`src/design/tilt_rotation_dimmer_assert.svh`:
```
// Assertion macros for the tilt and rotation dimmer.
`ifndef TILT_ROTATION_DIMMER_ASSERT_SVH
`define TILT_ROTATION_DIMMER_ASSERT_SVH

`ifndef SYNTHESIS

// Check a property while out of reset.
`define TRD_ASSERT(lbl, prop) \
  lbl: assert property (@(posedge clk) disable iff (!rst_n) prop) \
    else $error("tilt_rotation_dimmer assertion failed");

// Check a property on every edge, reset included.
`define TRD_ASSERT_ALWAYS(lbl, prop) \
  lbl: assert property (@(posedge clk) prop) \
    else $error("tilt_rotation_dimmer reset assertion failed");

`else

`define TRD_ASSERT(lbl, prop)
`define TRD_ASSERT_ALWAYS(lbl, prop)

`endif

`endif

```
`src/design/trd_pkg.sv`:
```
// Package for the tilt and rotation dimmer: register map, constants, gamma table.
package trd_pkg;

  localparam int unsigned CfgIdxW  = 3;
  localparam int unsigned CfgDataW = 15;
  localparam int unsigned SampleW  = 16;
  localparam int unsigned PosW     = 9;

  typedef enum logic [CfgIdxW-1:0] {
    REG_RISE_START    = 3'd0,
    REG_UPRIGHT_LOW   = 3'd1,
    REG_UPRIGHT_HIGH  = 3'd2,
    REG_RELEASE       = 3'd3,
    REG_LIGHT_FLOOR   = 3'd4,
    REG_LEVEL_SHIFT   = 3'd5,
    REG_RATE_DEADBAND = 3'd6,
    REG_SHAKE_LIMIT   = 3'd7
  } cfg_idx_t;

  localparam logic [7:0]  RISE_START_RST    = 8'd15;
  localparam logic [7:0]  UPRIGHT_LOW_RST   = 8'd117;
  localparam logic [7:0]  UPRIGHT_HIGH_RST  = 8'd150;
  localparam logic [7:0]  RELEASE_RST       = 8'd100;
  localparam logic [7:0]  LIGHT_FLOOR_RST   = 8'd10;
  localparam logic [2:0]  LEVEL_SHIFT_RST   = 3'd0;
  localparam logic [14:0] RATE_DEADBAND_RST = 15'd200;
  localparam logic [14:0] SHAKE_LIMIT_RST   = 15'd180;

  localparam int unsigned RateShift = 7;
  localparam logic signed [10:0] POS_MAX = 11'sd255;
  localparam logic signed [10:0] POS_MIN = -11'sd255;
  localparam logic [7:0] WHEEL_THIRD    = 8'd85;
  localparam logic [7:0] WHEEL_TWOTHIRD = 8'd170;

  localparam logic [7:0] GAMMA_ROM [256] = '{
      8'd0,   8'd0,   8'd0,   8'd0,   8'd0,   8'd0,   8'd0,   8'd0,
      8'd1,   8'd1,   8'd1,   8'd1,   8'd1,   8'd1,   8'd1,   8'd2,
      8'd2,   8'd2,   8'd2,   8'd2,   8'd3,   8'd3,   8'd3,   8'd3,
      8'd4,   8'd4,   8'd4,   8'd4,   8'd5,   8'd5,   8'd5,   8'd6,
      8'd6,   8'd6,   8'd7,   8'd7,   8'd8,   8'd8,   8'd8,   8'd9,
      8'd9,   8'd10,  8'd10,  8'd10,  8'd11,  8'd11,  8'd12,  8'd12,
      8'd13,  8'd13,  8'd14,  8'd14,  8'd15,  8'd15,  8'd16,  8'd16,
      8'd17,  8'd17,  8'd18,  8'd18,  8'd19,  8'd19,  8'd20,  8'd21,
      8'd21,  8'd22,  8'd22,  8'd23,  8'd24,  8'd24,  8'd25,  8'd26,
      8'd26,  8'd27,  8'd28,  8'd28,  8'd29,  8'd30,  8'd30,  8'd31,
      8'd32,  8'd32,  8'd33,  8'd34,  8'd35,  8'd35,  8'd36,  8'd37,
      8'd38,  8'd38,  8'd39,  8'd40,  8'd41,  8'd41,  8'd42,  8'd43,
      8'd44,  8'd45,  8'd46,  8'd46,  8'd47,  8'd48,  8'd49,  8'd50,
      8'd51,  8'd52,  8'd53,  8'd53,  8'd54,  8'd55,  8'd56,  8'd57,
      8'd58,  8'd59,  8'd60,  8'd61,  8'd62,  8'd63,  8'd64,  8'd65,
      8'd66,  8'd67,  8'd68,  8'd69,  8'd70,  8'd71,  8'd72,  8'd73,
      8'd74,  8'd75,  8'd76,  8'd77,  8'd78,  8'd79,  8'd80,  8'd81,
      8'd82,  8'd83,  8'd84,  8'd86,  8'd87,  8'd88,  8'd89,  8'd90,
      8'd91,  8'd92,  8'd93,  8'd95,  8'd96,  8'd97,  8'd98,  8'd99,
      8'd100, 8'd102, 8'd103, 8'd104, 8'd105, 8'd107, 8'd108, 8'd109,
      8'd110, 8'd111, 8'd113, 8'd114, 8'd115, 8'd116, 8'd118, 8'd119,
      8'd120, 8'd122, 8'd123, 8'd124, 8'd126, 8'd127, 8'd128, 8'd129,
      8'd131, 8'd132, 8'd134, 8'd135, 8'd136, 8'd138, 8'd139, 8'd140,
      8'd142, 8'd143, 8'd145, 8'd146, 8'd147, 8'd149, 8'd150, 8'd152,
      8'd153, 8'd154, 8'd156, 8'd157, 8'd159, 8'd160, 8'd162, 8'd163,
      8'd165, 8'd166, 8'd168, 8'd169, 8'd171, 8'd172, 8'd174, 8'd175,
      8'd177, 8'd178, 8'd180, 8'd181, 8'd183, 8'd184, 8'd186, 8'd188,
      8'd189, 8'd191, 8'd192, 8'd194, 8'd195, 8'd197, 8'd199, 8'd200,
      8'd202, 8'd204, 8'd205, 8'd207, 8'd208, 8'd210, 8'd212, 8'd213,
      8'd215, 8'd217, 8'd218, 8'd220, 8'd222, 8'd224, 8'd225, 8'd227,
      8'd229, 8'd230, 8'd232, 8'd234, 8'd236, 8'd237, 8'd239, 8'd241,
      8'd243, 8'd244, 8'd246, 8'd248, 8'd250, 8'd251, 8'd253, 8'd255
  };

endpackage

```
`src/design/tilt_rotation_dimmer.sv`:
```
// Tilt and rotation lamp dimmer: sample register, update logic, result register.
//
// Usage:
//   Input channel (in_valid/in_ready): in_opcode 0 carries a signed tilt angle,
//   1 a signed rotation rate, in in_sample_value. Every transaction yields
//   exactly one result transaction on out_valid/out_ready.
//   A rate sample beyond the dead band moves the rotation position by
//   rate >>> 7, clamped to +/-255. An angle sample picks the lamp by sign,
//   derives a level from the magnitude with upright hysteresis and maps it
//   through the gamma table. Every result also carries the color wheel RGB
//   of the position and the position itself.
//   Path: a transaction passes the sample register, then the result register.
//   Throughput: one transaction per cycle unless the receiver stalls; the
//   position and upright flag are read and written in the same cycle, so
//   back-to-back samples see each other's updates.
//   Receiver stall: the result register holds; the sample register still
//   takes one more transaction, then in_ready drops until out_ready returns.
//   Reset (rst_n low, synchronous): both channels empty, position 0, not
//   upright, all configuration registers at their defaults.
//   Configuration: cfg_we writes cfg_wdata (low bits) to register cfg_index;
//   write only while no transaction is in flight.
`include "tilt_rotation_dimmer_assert.svh"

module tilt_rotation_dimmer (
  input  logic                               clk,
  input  logic                               rst_n,
  input  logic                               in_valid,
  output logic                               in_ready,
  input  logic                               in_opcode,
  input  logic signed [trd_pkg::SampleW-1:0] in_sample_value,
  output logic                               out_valid,
  input  logic                               out_ready,
  output logic                               out_lamp_select,
  output logic [7:0]                         out_drive_level,
  output logic                               out_shake_seen,
  output logic [7:0]                         out_wheel_red,
  output logic [7:0]                         out_wheel_green,
  output logic [7:0]                         out_wheel_blue,
  output logic signed [trd_pkg::PosW-1:0]    out_position_now,
  input  logic                               cfg_we,
  input  logic [trd_pkg::CfgIdxW-1:0]        cfg_index,
  input  logic [trd_pkg::CfgDataW-1:0]       cfg_wdata
);
  import trd_pkg::*;

  // Configuration registers
  logic [7:0]  rise_start_r, upright_low_r, upright_high_r, release_r, light_floor_r;
  logic [2:0]  level_shift_r;
  logic [14:0] rate_deadband_r, shake_limit_r;

  // Sample register
  logic                       s1_valid_r, s1_valid_nxt;
  logic                       s1_opcode_r;
  logic signed [SampleW-1:0]  s1_sample_r;

  // Block state
  logic signed [PosW-1:0]     pos_r, pos_nxt;
  logic                       upright_r, upright_nxt;

  // Result register
  logic                       out_valid_r, out_valid_nxt;
  logic                       out_lamp_r, out_shake_r;
  logic [7:0]                 out_level_r, out_red_r, out_green_r, out_blue_r;
  logic signed [PosW-1:0]     out_pos_r;

  logic out_adv, in_accept, s1_move;

  // Datapath intermediates
  logic signed [16:0] s_ext, band_ext;
  logic signed [10:0] pos_sum;
  logic               neg, shake, in_rise, in_upright;
  logic [16:0]        mag, v;
  logic signed [17:0] lvl_sum;
  logic [7:0]         level_idx, level, lamp_level;
  logic [7:0]         w, wo, w3;
  logic [7:0]         red, green, blue;

  assign out_adv   = !out_valid_r || out_ready;
  assign in_ready  = !s1_valid_r || out_adv;
  assign in_accept = in_valid && in_ready;
  assign s1_move   = s1_valid_r && out_adv;

  assign s1_valid_nxt  = in_accept ? 1'b1 : (out_adv ? 1'b0 : s1_valid_r);
  assign out_valid_nxt = out_adv ? s1_valid_r : out_valid_r;

  always_ff @(posedge clk) begin
    if (!rst_n) begin
      rise_start_r    <= RISE_START_RST;
      upright_low_r   <= UPRIGHT_LOW_RST;
      upright_high_r  <= UPRIGHT_HIGH_RST;
      release_r       <= RELEASE_RST;
      light_floor_r   <= LIGHT_FLOOR_RST;
      level_shift_r   <= LEVEL_SHIFT_RST;
      rate_deadband_r <= RATE_DEADBAND_RST;
      shake_limit_r   <= SHAKE_LIMIT_RST;
    end else if (cfg_we) begin
      unique case (cfg_idx_t'(cfg_index))
        REG_RISE_START:    rise_start_r    <= cfg_wdata[7:0];
        REG_UPRIGHT_LOW:   upright_low_r   <= cfg_wdata[7:0];
        REG_UPRIGHT_HIGH:  upright_high_r  <= cfg_wdata[7:0];
        REG_RELEASE:       release_r       <= cfg_wdata[7:0];
        REG_LIGHT_FLOOR:   light_floor_r   <= cfg_wdata[7:0];
        REG_LEVEL_SHIFT:   level_shift_r   <= cfg_wdata[2:0];
        REG_RATE_DEADBAND: rate_deadband_r <= cfg_wdata[14:0];
        REG_SHAKE_LIMIT:   shake_limit_r   <= cfg_wdata[14:0];
        default:           rise_start_r    <= rise_start_r;
      endcase
    end
  end

  always_ff @(posedge clk) begin
    if (!rst_n) begin
      s1_valid_r  <= 1'b0;
      out_valid_r <= 1'b0;
      pos_r       <= '0;
      upright_r   <= 1'b0;
    end else begin
      s1_valid_r  <= s1_valid_nxt;
      out_valid_r <= out_valid_nxt;
      pos_r       <= pos_nxt;
      upright_r   <= upright_nxt;
    end
  end

  always_ff @(posedge clk) begin
    if (in_accept) begin
      s1_opcode_r <= in_opcode;
      s1_sample_r <= in_sample_value;
    end
    if (s1_move) begin
      out_lamp_r  <= neg && !s1_opcode_r;
      out_shake_r <= shake && !s1_opcode_r;
      out_level_r <= s1_opcode_r ? 8'd0 : lamp_level;
      out_red_r   <= red;
      out_green_r <= green;
      out_blue_r  <= blue;
      out_pos_r   <= pos_nxt;
    end
  end

  // Update logic: position, upright flag and level for the held sample
  always_comb begin
    s_ext    = {s1_sample_r[SampleW-1], s1_sample_r};
    band_ext = $signed({2'b00, rate_deadband_r});
    neg      = s1_sample_r[SampleW-1];
    mag      = neg ? 17'(-s_ext) : 17'(s_ext);
    v        = mag >> level_shift_r;
    lvl_sum  = $signed({1'b0, v}) + 18'(pos_r);
    shake    = neg && (mag > {2'b00, shake_limit_r});
    in_rise    = (mag >= {9'd0, rise_start_r}) && (mag < {9'd0, upright_low_r});
    in_upright = (mag >= {9'd0, upright_low_r}) && (mag <= {9'd0, upright_high_r});

    pos_nxt     = pos_r;
    upright_nxt = upright_r;
    level_idx   = 8'd0;
    pos_sum     = 11'(pos_r);

    if (s1_move) begin
      if (s1_opcode_r) begin
        // step is the sample shifted right by 7, sign kept
        if (s_ext > band_ext || s_ext < -band_ext) begin
          pos_sum = 11'(pos_r) + 11'($signed(s1_sample_r[SampleW-1:RateShift]));
        end
        if (pos_sum > POS_MAX) begin
          pos_nxt = PosW'(POS_MAX);
        end else if (pos_sum < POS_MIN) begin
          pos_nxt = PosW'(POS_MIN);
        end else begin
          pos_nxt = pos_sum[PosW-1:0];
        end
      end else if (!shake) begin
        if (in_rise) begin
          if (!upright_r || mag <= {9'd0, release_r}) begin
            upright_nxt = 1'b0;
            pos_nxt     = '0;
            level_idx   = v[7:0];
          end else begin
            level_idx   = lvl_sum[7:0];
          end
        end else if (in_upright) begin
          upright_nxt = 1'b1;
          if (lvl_sum >= 18'sd255) begin
            level_idx = 8'd255;
          end else if (lvl_sum <= $signed({10'd0, light_floor_r})) begin
            level_idx = light_floor_r;
          end else begin
            level_idx = lvl_sum[7:0];
          end
        end
      end
    end

    level      = GAMMA_ROM[level_idx];
    lamp_level = shake ? 8'd0 : level;

    // Color wheel from the low byte of the new position
    w     = 8'd255 - pos_nxt[7:0];
    red   = 8'd0;
    green = 8'd0;
    blue  = 8'd0;
    if (w < WHEEL_THIRD) begin
      wo   = w;
      w3   = 8'({wo, 1'b0} + {1'b0, wo});
      red  = 8'd255 - w3;
      blue = w3;
    end else if (w < WHEEL_TWOTHIRD) begin
      wo    = w - WHEEL_THIRD;
      w3    = 8'({wo, 1'b0} + {1'b0, wo});
      green = w3;
      blue  = 8'd255 - w3;
    end else begin
      wo    = w - WHEEL_TWOTHIRD;
      w3    = 8'({wo, 1'b0} + {1'b0, wo});
      red   = w3;
      green = 8'd255 - w3;
    end
  end

  assign out_valid        = out_valid_r;
  assign out_lamp_select  = out_lamp_r;
  assign out_drive_level  = out_level_r;
  assign out_shake_seen   = out_shake_r;
  assign out_wheel_red    = out_red_r;
  assign out_wheel_green  = out_green_r;
  assign out_wheel_blue   = out_blue_r;
  assign out_position_now = out_pos_r;

  `TRD_ASSERT(a_pos_range, (pos_r <= 9'sd255) && (pos_r >= -9'sd255))
  `TRD_ASSERT(a_result_pos_current, out_valid_r |-> (out_pos_r == pos_r))
  `TRD_ASSERT(a_shake_dark, out_valid_r && out_shake_r |-> out_lamp_r && (out_level_r == 8'd0))
  `TRD_ASSERT(a_ready_when_empty, !out_valid_r |-> in_ready)
  `TRD_ASSERT_ALWAYS(a_reset_clears, !rst_n |=> !out_valid_r && !s1_valid_r && (pos_r == 9'sd0) && !upright_r)

endmodule
```
`config.mk`:
```
export PLATFORM = sky130hd
export DESIGN_NAME = tilt_rotation_dimmer
export DESIGN_NICKNAME = d
export VERILOG_FILES = /design/src/design/trd_pkg.sv /design/src/design/tilt_rotation_dimmer.sv
export VERILOG_INCLUDE_DIRS = /design/src /design/src/design
export SDC_FILE = /design/constraint.sdc
export NUM_CORES = 1
export LEC_CHECK = 0
export ABC_AREA = 1
export BUFFER_PORTS_ARGS = -buffer_cell sky130_fd_sc_hd__buf_2
export CORE_ASPECT_RATIO = 1.4
export CORE_MARGIN = 2
export CORE_UTILIZATION = 40
export DETAILED_ROUTE_END_ITERATION = 8
export GPL_ROUTABILITY_DRIVEN = 0
export PLACE_DENSITY = 0.66
export SYNTH_ARGS = -nofsm -noshare
export SYNTH_HDL_FRONTEND = slang
export SYNTH_SLANG_ARGS = --single-unit
```
`constraint.sdc`:
```
create_clock -name clk -period 18.9 [get_ports clk]
set_input_delay 0.945 -clock clk [delete_from_list [all_inputs] [get_ports clk]]
set_output_delay 0.945 -clock clk [all_outputs]
set_load 0.03 [all_outputs]
```
# Yosys cells after proc, flatten, opt, wreduce, memory -nomap -nowiden
# Memory sizes are Yosys's and may differ from the RTL's. A register that Yosys moved wholly into a read port is not among the register bits.
# Index checks and enable logic that the tools add are counted.
[totals]
word_cells = 117
out_inout_bits = 45
mem_count = 1
reg_bits = 137
rom_bits = 2048
inputBits = 40
[mem_list]
columns = ["memory", "depth", "width", "read_ports", "rd_ports_with_merged_regs", "wr", "line_no", "source"]
rows = [
  ["(name not given)", 256, 8, 1, 1, 0, "tilt_rotation_dimmer.sv:193", "level = GAMMA_ROM[level_idx];"],
]
[classes]
eq_ne = 8
order_cmp = 14
n_bitwise = 3
muxes = 29
n_addsub = 13
reduce_logical = 28
shifts = 1
[op_table]
columns = ["op", "count"]
rows = [
  ["8-bit two-way mux", 13],
  ["9-bit two-way mux", 7],
  ["17-bit by 8-bit >= comparator with 1-bit output", 2],
  ["17-bit by 8-bit less-or-equal comparator with 1-bit output", 2],
  ["11-bit two-way mux", 3],
  ["8-bit subtractor, first input constant", 4],
  ["8-bit adder", 3],
  ["18-bit by 9-bit adder with 18-bit output", 1],
  ["18-bit by 9-bit >= comparator with 1-bit output, second input constant", 1],
  ["18-bit by 9-bit less-or-equal comparator with 1-bit output", 1],
  ["17-bit by 15-bit > comparator with 1-bit output", 1],
  ["16-bit by 17-bit < comparator with 1-bit output", 1],
  ["17-bit by 8-bit < comparator with 1-bit output", 1],
  ["17-bit two-way mux", 1],
  ["15-bit negator with 17-bit output", 1],
  ["16-bit negator with 17-bit output", 1],
  ["17-bit by 3-bit right shift with 17-bit output", 1],
  ["16-bit > comparator", 1],
  ["2-bit AND reduction", 8],
  ["3-bit equality test, second input constant", 4],
  ["11-bit by 9-bit > comparator with 1-bit output, second input constant", 1],
  ["11-bit by 9-bit < comparator with 1-bit output, second input constant", 1],
  ["9-bit by 9-bit adder with 10-bit output", 1],
  ["8-bit NOT with 9-bit output", 1],
  ["16 further kinds", 35],
]

# Depth between registers and ports, before layout
[depth]
depth_word = 17
ltp_mapped = 51
depth_no_buf = 51

# Worst setup path after synthesis
# No wires, ideal clock.
[synth_path]
path_type = "register -> register"
start = "register s1_sample_r[0]"
end = "register out_level_r[2], in the netlist out_drive_level[2], data pin"
path_buffers = 0
required_ns = 18.648
synth_period_minus_slack_ns = 5.903
path_stages_with_launch = 42
setup_ns = 0.252
arrival_time_ns = 5.651
setup_slack_ns = 12.997
cell_sequence = "edfxtp_1 -> inv_1 -> ha_1 -> nand2_1 -> nor2_1 -> nor2_1 -> xor2_1 -> mux2i_1 -> o21a_1 -> or2_2 -> nand2_1 -> ha_1 -> nand2_1 -> nand2_1 -> o21bai_1 -> nor2_1 -> xnor2_1 -> ha_1 -> [6 not listed] -> o21ai_0 -> nand4_1 -> nand2_1 -> nand2_1 -> nand2_1 -> nor2_1 -> nor2_1 -> ha_1 -> inv_1 -> nand2_1 -> nand3_1 -> nand2_1 -> nor2_1 -> nor2_1 -> nor2_1 -> nor2_1 -> nor2_1 -> nor2_1"
[synth_via]
elab_chain_cells = 13
word_cells_on_any_way = 26
classes_between = "add/sub (2); order compare (8); shift (1); mux (9); bitwise (1); reduce/logical (5)"
[synth_rtl]
columns = ["element", "line_no", "source"]
rows = [
  ["start, declared", "tilt_rotation_dimmer.sv:54", "logic signed [SampleW-1:0] s1_sample_r;"],
  ["start signal, assigned", "tilt_rotation_dimmer.sv:128", "s1_sample_r <= in_sample_value;"],
  ["16-bit negator with 17-bit output", "tilt_rotation_dimmer.sv:146", "mag = neg ? 17'(-s_ext) : 17'(s_ext);"],
  ["17-bit two-way mux (*)", "tilt_rotation_dimmer.sv:146", ""],
  ["17-bit by 3-bit right shift with 17-bit output", "tilt_rotation_dimmer.sv:147", "v = mag >> level_shift_r;"],
  ["18-bit by 9-bit adder with 18-bit output", "tilt_rotation_dimmer.sv:148", "lvl_sum = $signed({1'b0, v}) + 18'(pos_r);"],
  ["18-bit by 9-bit less-or-equal comparator with 1-bit output", "tilt_rotation_dimmer.sv:184", "end else if (lvl_sum <= $signed({10'd0, light_floor_r})) begin"],
  ["8-bit two-way mux", "tilt_rotation_dimmer.sv:184", ""],
  ["8-bit two-way mux", "tilt_rotation_dimmer.sv:182", "if (lvl_sum >= 18'sd255) begin"],
  ["8-bit two-way mux", "tilt_rotation_dimmer.sv:180", "end else if (in_upright) begin"],
  ["8-bit two-way mux", "tilt_rotation_dimmer.sv:172", "if (in_rise) begin"],
  ["8-bit two-way mux", "tilt_rotation_dimmer.sv:171", "end else if (!shake) begin"],
  ["8-bit two-way mux", "tilt_rotation_dimmer.sv:159", "if (s1_opcode_r) begin"],
  ["8-bit two-way mux", "tilt_rotation_dimmer.sv:158", "if (s1_move) begin"],
  ["8-bit NOT with 9-bit output (implied by the code)", "tilt_rotation_dimmer.sv:193", ""],
  ["end, declared", "tilt_rotation_dimmer.sv:63", "logic [7:0] out_level_r, out_red_r, out_green_r, out_blue_r;"],
]
# Mark *: on every way between the ends. The rest lies on a longest branch, timed or not.
# A chain may end at the register's enable or synchronous reset.

# Worst setup path after layout
[layout_path]
start = "register s1_sample_r[15]"
end = "register out_level_r[3], in the netlist out_drive_level[3], data pin"
[layout_via]
elab_chain_cells = 13
word_cells_on_any_way = 26
classes_between = "add/sub (2); order compare (8); shift (1); mux (9); bitwise (1); reduce/logical (5)"
[layout_rtl]
columns = ["element", "line_no"]
rows = [
  ["16-bit negator with 17-bit output", "tilt_rotation_dimmer.sv:146"],
  ["17-bit two-way mux", "tilt_rotation_dimmer.sv:146"],
  ["17-bit by 3-bit right shift with 17-bit output", "tilt_rotation_dimmer.sv:147"],
  ["18-bit by 9-bit adder with 18-bit output", "tilt_rotation_dimmer.sv:148"],
  ["18-bit by 9-bit less-or-equal comparator with 1-bit output", "tilt_rotation_dimmer.sv:184"],
  ["8-bit two-way mux", "tilt_rotation_dimmer.sv:184"],
  ["8-bit two-way mux", "tilt_rotation_dimmer.sv:182"],
  ["8-bit two-way mux", "tilt_rotation_dimmer.sv:180"],
  ["8-bit two-way mux", "tilt_rotation_dimmer.sv:172"],
  ["8-bit two-way mux", "tilt_rotation_dimmer.sv:171"],
  ["8-bit two-way mux", "tilt_rotation_dimmer.sv:159"],
  ["8-bit two-way mux", "tilt_rotation_dimmer.sv:158"],
  ["8-bit NOT with 9-bit output (implied by the code)", "tilt_rotation_dimmer.sv:193"],
]
# Several ways; a longest one is shown, not always the timed one.

==> impl_metrics.ini <==
[critical_path]
crit_path_end_kind = register
start_kind = register
crit_path_max_incr_delay_ns = 0.92
critPathArrivalTime_ns = 7.98
cp.required_ns = 19.10
timing.critical_path.mode_cell = nand2_1
path_class = register to register
critPathSlowestCell = edfxtp_1
crit_fanout = 28

[floorplanning]
core_area_sq_um = 33100
die_y_um = 220
die-width_um = 158
pin_count = 85
fp.dieArea_sq_um = 34900
start_util_pct = 40.3
rows = 79

[synth]
synth.distinct_cells = 54
synth_edf_count = 60
syn_avg_cell_area_sq_um = 6.65
synthCells = 2008
synth_area_leaders = nand2_1 16%, ha_1 15%, edfxtp_1 13%
synth_warnings = 0
ys_ff_latch = 145
synth.net_count = 2213
synth-async-reset-ratio_pct = 0
synthMuxAreaShare_pct = 0.0749
yosys.area.top_type = nand2_1
seq_area_frac_synth_pct = 26.2
syn_area_sq_um = 13400
synth_fa_ha_area_share_pct = 15.7
synth.top_cell.area_share_pct = 15.5
yosys_most_used_dff = dfxtp_1
synth_xor_xnor_area_share_pct = 3.02
synth_compound_area_share_pct = 15.1
synth_top_family_by_area = simple AND/OR/NAND/NOR gates
synth-simple-area-share_pct = 30.8

[min_path]
min_path_type = register to register

[sta]
fin_ws_ns = 11.12
post-route-period-util_pct = 41.1
clock.fmax_mhz = 129
worst_pin_slew_ns = 1.04
whs_ns = 0.461
slew_viol_final = 0
hold_viol = 0
finalSetupTns_ns = 0
finClkSkew_ns = 0.00711
rsz0062_at_grt = no
setup_viol = 0
finalCriticalPeriod_ns = 7.78
slew_headroom_pct = 30.3

[layout]
drive_above_1_share_pct = 7.74
fillers = 3426
antenna_cells = 0
synthToLayoutAreaGrowth_pct = 10.2
multi_input_area_sq_um = 8640
post_layout_nonfiller_instances = 2525
layout_common_cells = 552 x nand2_1, 244 x inv_1, 183 x nor2_1
stdcell_area_sq_um = 14700
finalNetCount = 2272
final_common_cell = nand2_1
regArea_sq_um = 3500

[place]
dpl.hpwl_mm = 30.1
port_buffers = 84
post-place-ws_ns = 11.38
placed_area_sq_um = 14100
dp.cells = 2493

[cts]
cts_setup_buffers = 0
hold_buffers = 0
cts_tree = yes
h-tree-depth = 4
clk_pin_slew_ns = 0.06
cts_resized = 0
cts_sinks = 145
clk_latency_ns = 0.45
cts_buffers = 17
cts.path.max_buffers = 2
cts-root-buf = clkbuf_16

[routing]
drtIter0Drc = 890
finalWirelength_mm = 38.5
drt_first_pass_iters = 9
vias = 13400
vias_per_cell = 5.31
wire_per_inst_um = 15.3
drc = 0
ant_nets = 0

[flow_run]
maxCapViolations = 0

[global_routing]
grt_pass1_wl_mm = 62.0
grt_max_degree = 72
overflow = 0
track_usage_pct = 22.4
grt_pass1_vias = 12600
antenna_found_initial = 0

[power_and_ir_drop]
p_leak_uw = 0.00728
vdd_drop_max_v = 0.0000664
power.density_nw_per_um2 = 70.8

[run_status]
status = finished clean
## where the power goes
group | switching [uW] | total, uW | internal [uW] | leakage (uW)
sequential | 12.4 | 363 | 351 | 0.00128
clock | 139 | 349 | 210 | 0.000293
combinational | 216 | 330 | 113 | 0.00571
total | 368 | 1040 | 674 | 0.00728
## cell usage after synthesis, types with 13 or more instances
master    instances
a21oi_1         153
clkbuf_1         28
dfxtp_1          85
edfxtp_1         60
ha_1            161
inv_1           245
inv_2            13
nand2_1         552
nand3_1         142
nand3b_1         15
nand4_1          34
nor2_1          183
nor3_1           17
o211ai_1         30
o21ai_0         132
xor2_1           41
## layout make-up
class | instances | area share [%]
Clock buffer | 21 | 3.06
Clock inverter | 11 | 0.935
Inverter | 260 | 6.63
Multi-Input combinational cell | 1555 | 58.7
Sequential cell | 145 | 23.8
Tap cell | 445 | 3.78
Timing Repair Buffer | 88 | 3.06
## registers in the layout, indices dropped and copies added, names as in the netlist, 3 cells and up
name,flops
level_shift_r,3
light_floor_r,8
out_drive_level,8
out_position_now,9
out_wheel_blue,8
out_wheel_green,8
out_wheel_red,8
pos_r,9
rate_deadband_r,15
release_r,8
rise_start_r,8
s1_sample_r,16
shake_limit_r,15
upright_high_r,8
upright_low_r,8
## worst paths after layout
path,start,end,slack [ns],depth (start not counted)
setup / recovery,s1_sample_r[15],out_drive_level[3],11.12,36
hold / removal,rise_start_r[5],rise_start_r[5],0.46,2
setup reg to reg,s1_sample_r[15],out_drive_level[3],11.12,36
hold reg to reg,rise_start_r[5],rise_start_r[5],0.46,2
## worst max-delay path, delay by kind of cell (launching register included)
family          cells  cell delay, ns
fa+ha+maj           3            0.85
buf+inv             4            0.51
flops               1            0.92
simple gates       18            2.70
xor+xnor            2            1.03
compound gates      8            1.27
mux                 1            0.23
## metrics by stage
stage | total power (uW) | util (%)
floorplan | 615 | -
global placement | 689 | 42.7
detailed placement | 696 | 42.7
CTS | 1050 | 44.4
global route | 1100 | 44.4
finish | 1040 | 44.4
## per-layer routing
metal  share of wire [%]  vias up  routed length [um]  track usage, %
li1                    -     6757                   -               -
met1                  40     6012               15200            24.8
met2                  50      499               19400            41.1
met3                 5.1      136                1960            3.00
met4                 4.9        0                1900            12.3
met5                   0        -                   0               0
## logic make-up (layout without fill, tap and decap cells)
group / Yosys count / in the layout
compound gates: 365 / 365
xor+xnor: 46 / 46
fa+ha+maj: 165 / 165
buf+inv: 308 / 380
flops: 145 / 145
mux: 1 / 1
other cells: 1 / 1
simple gates: 977 / 977
(Power assumes the default switching activity.)
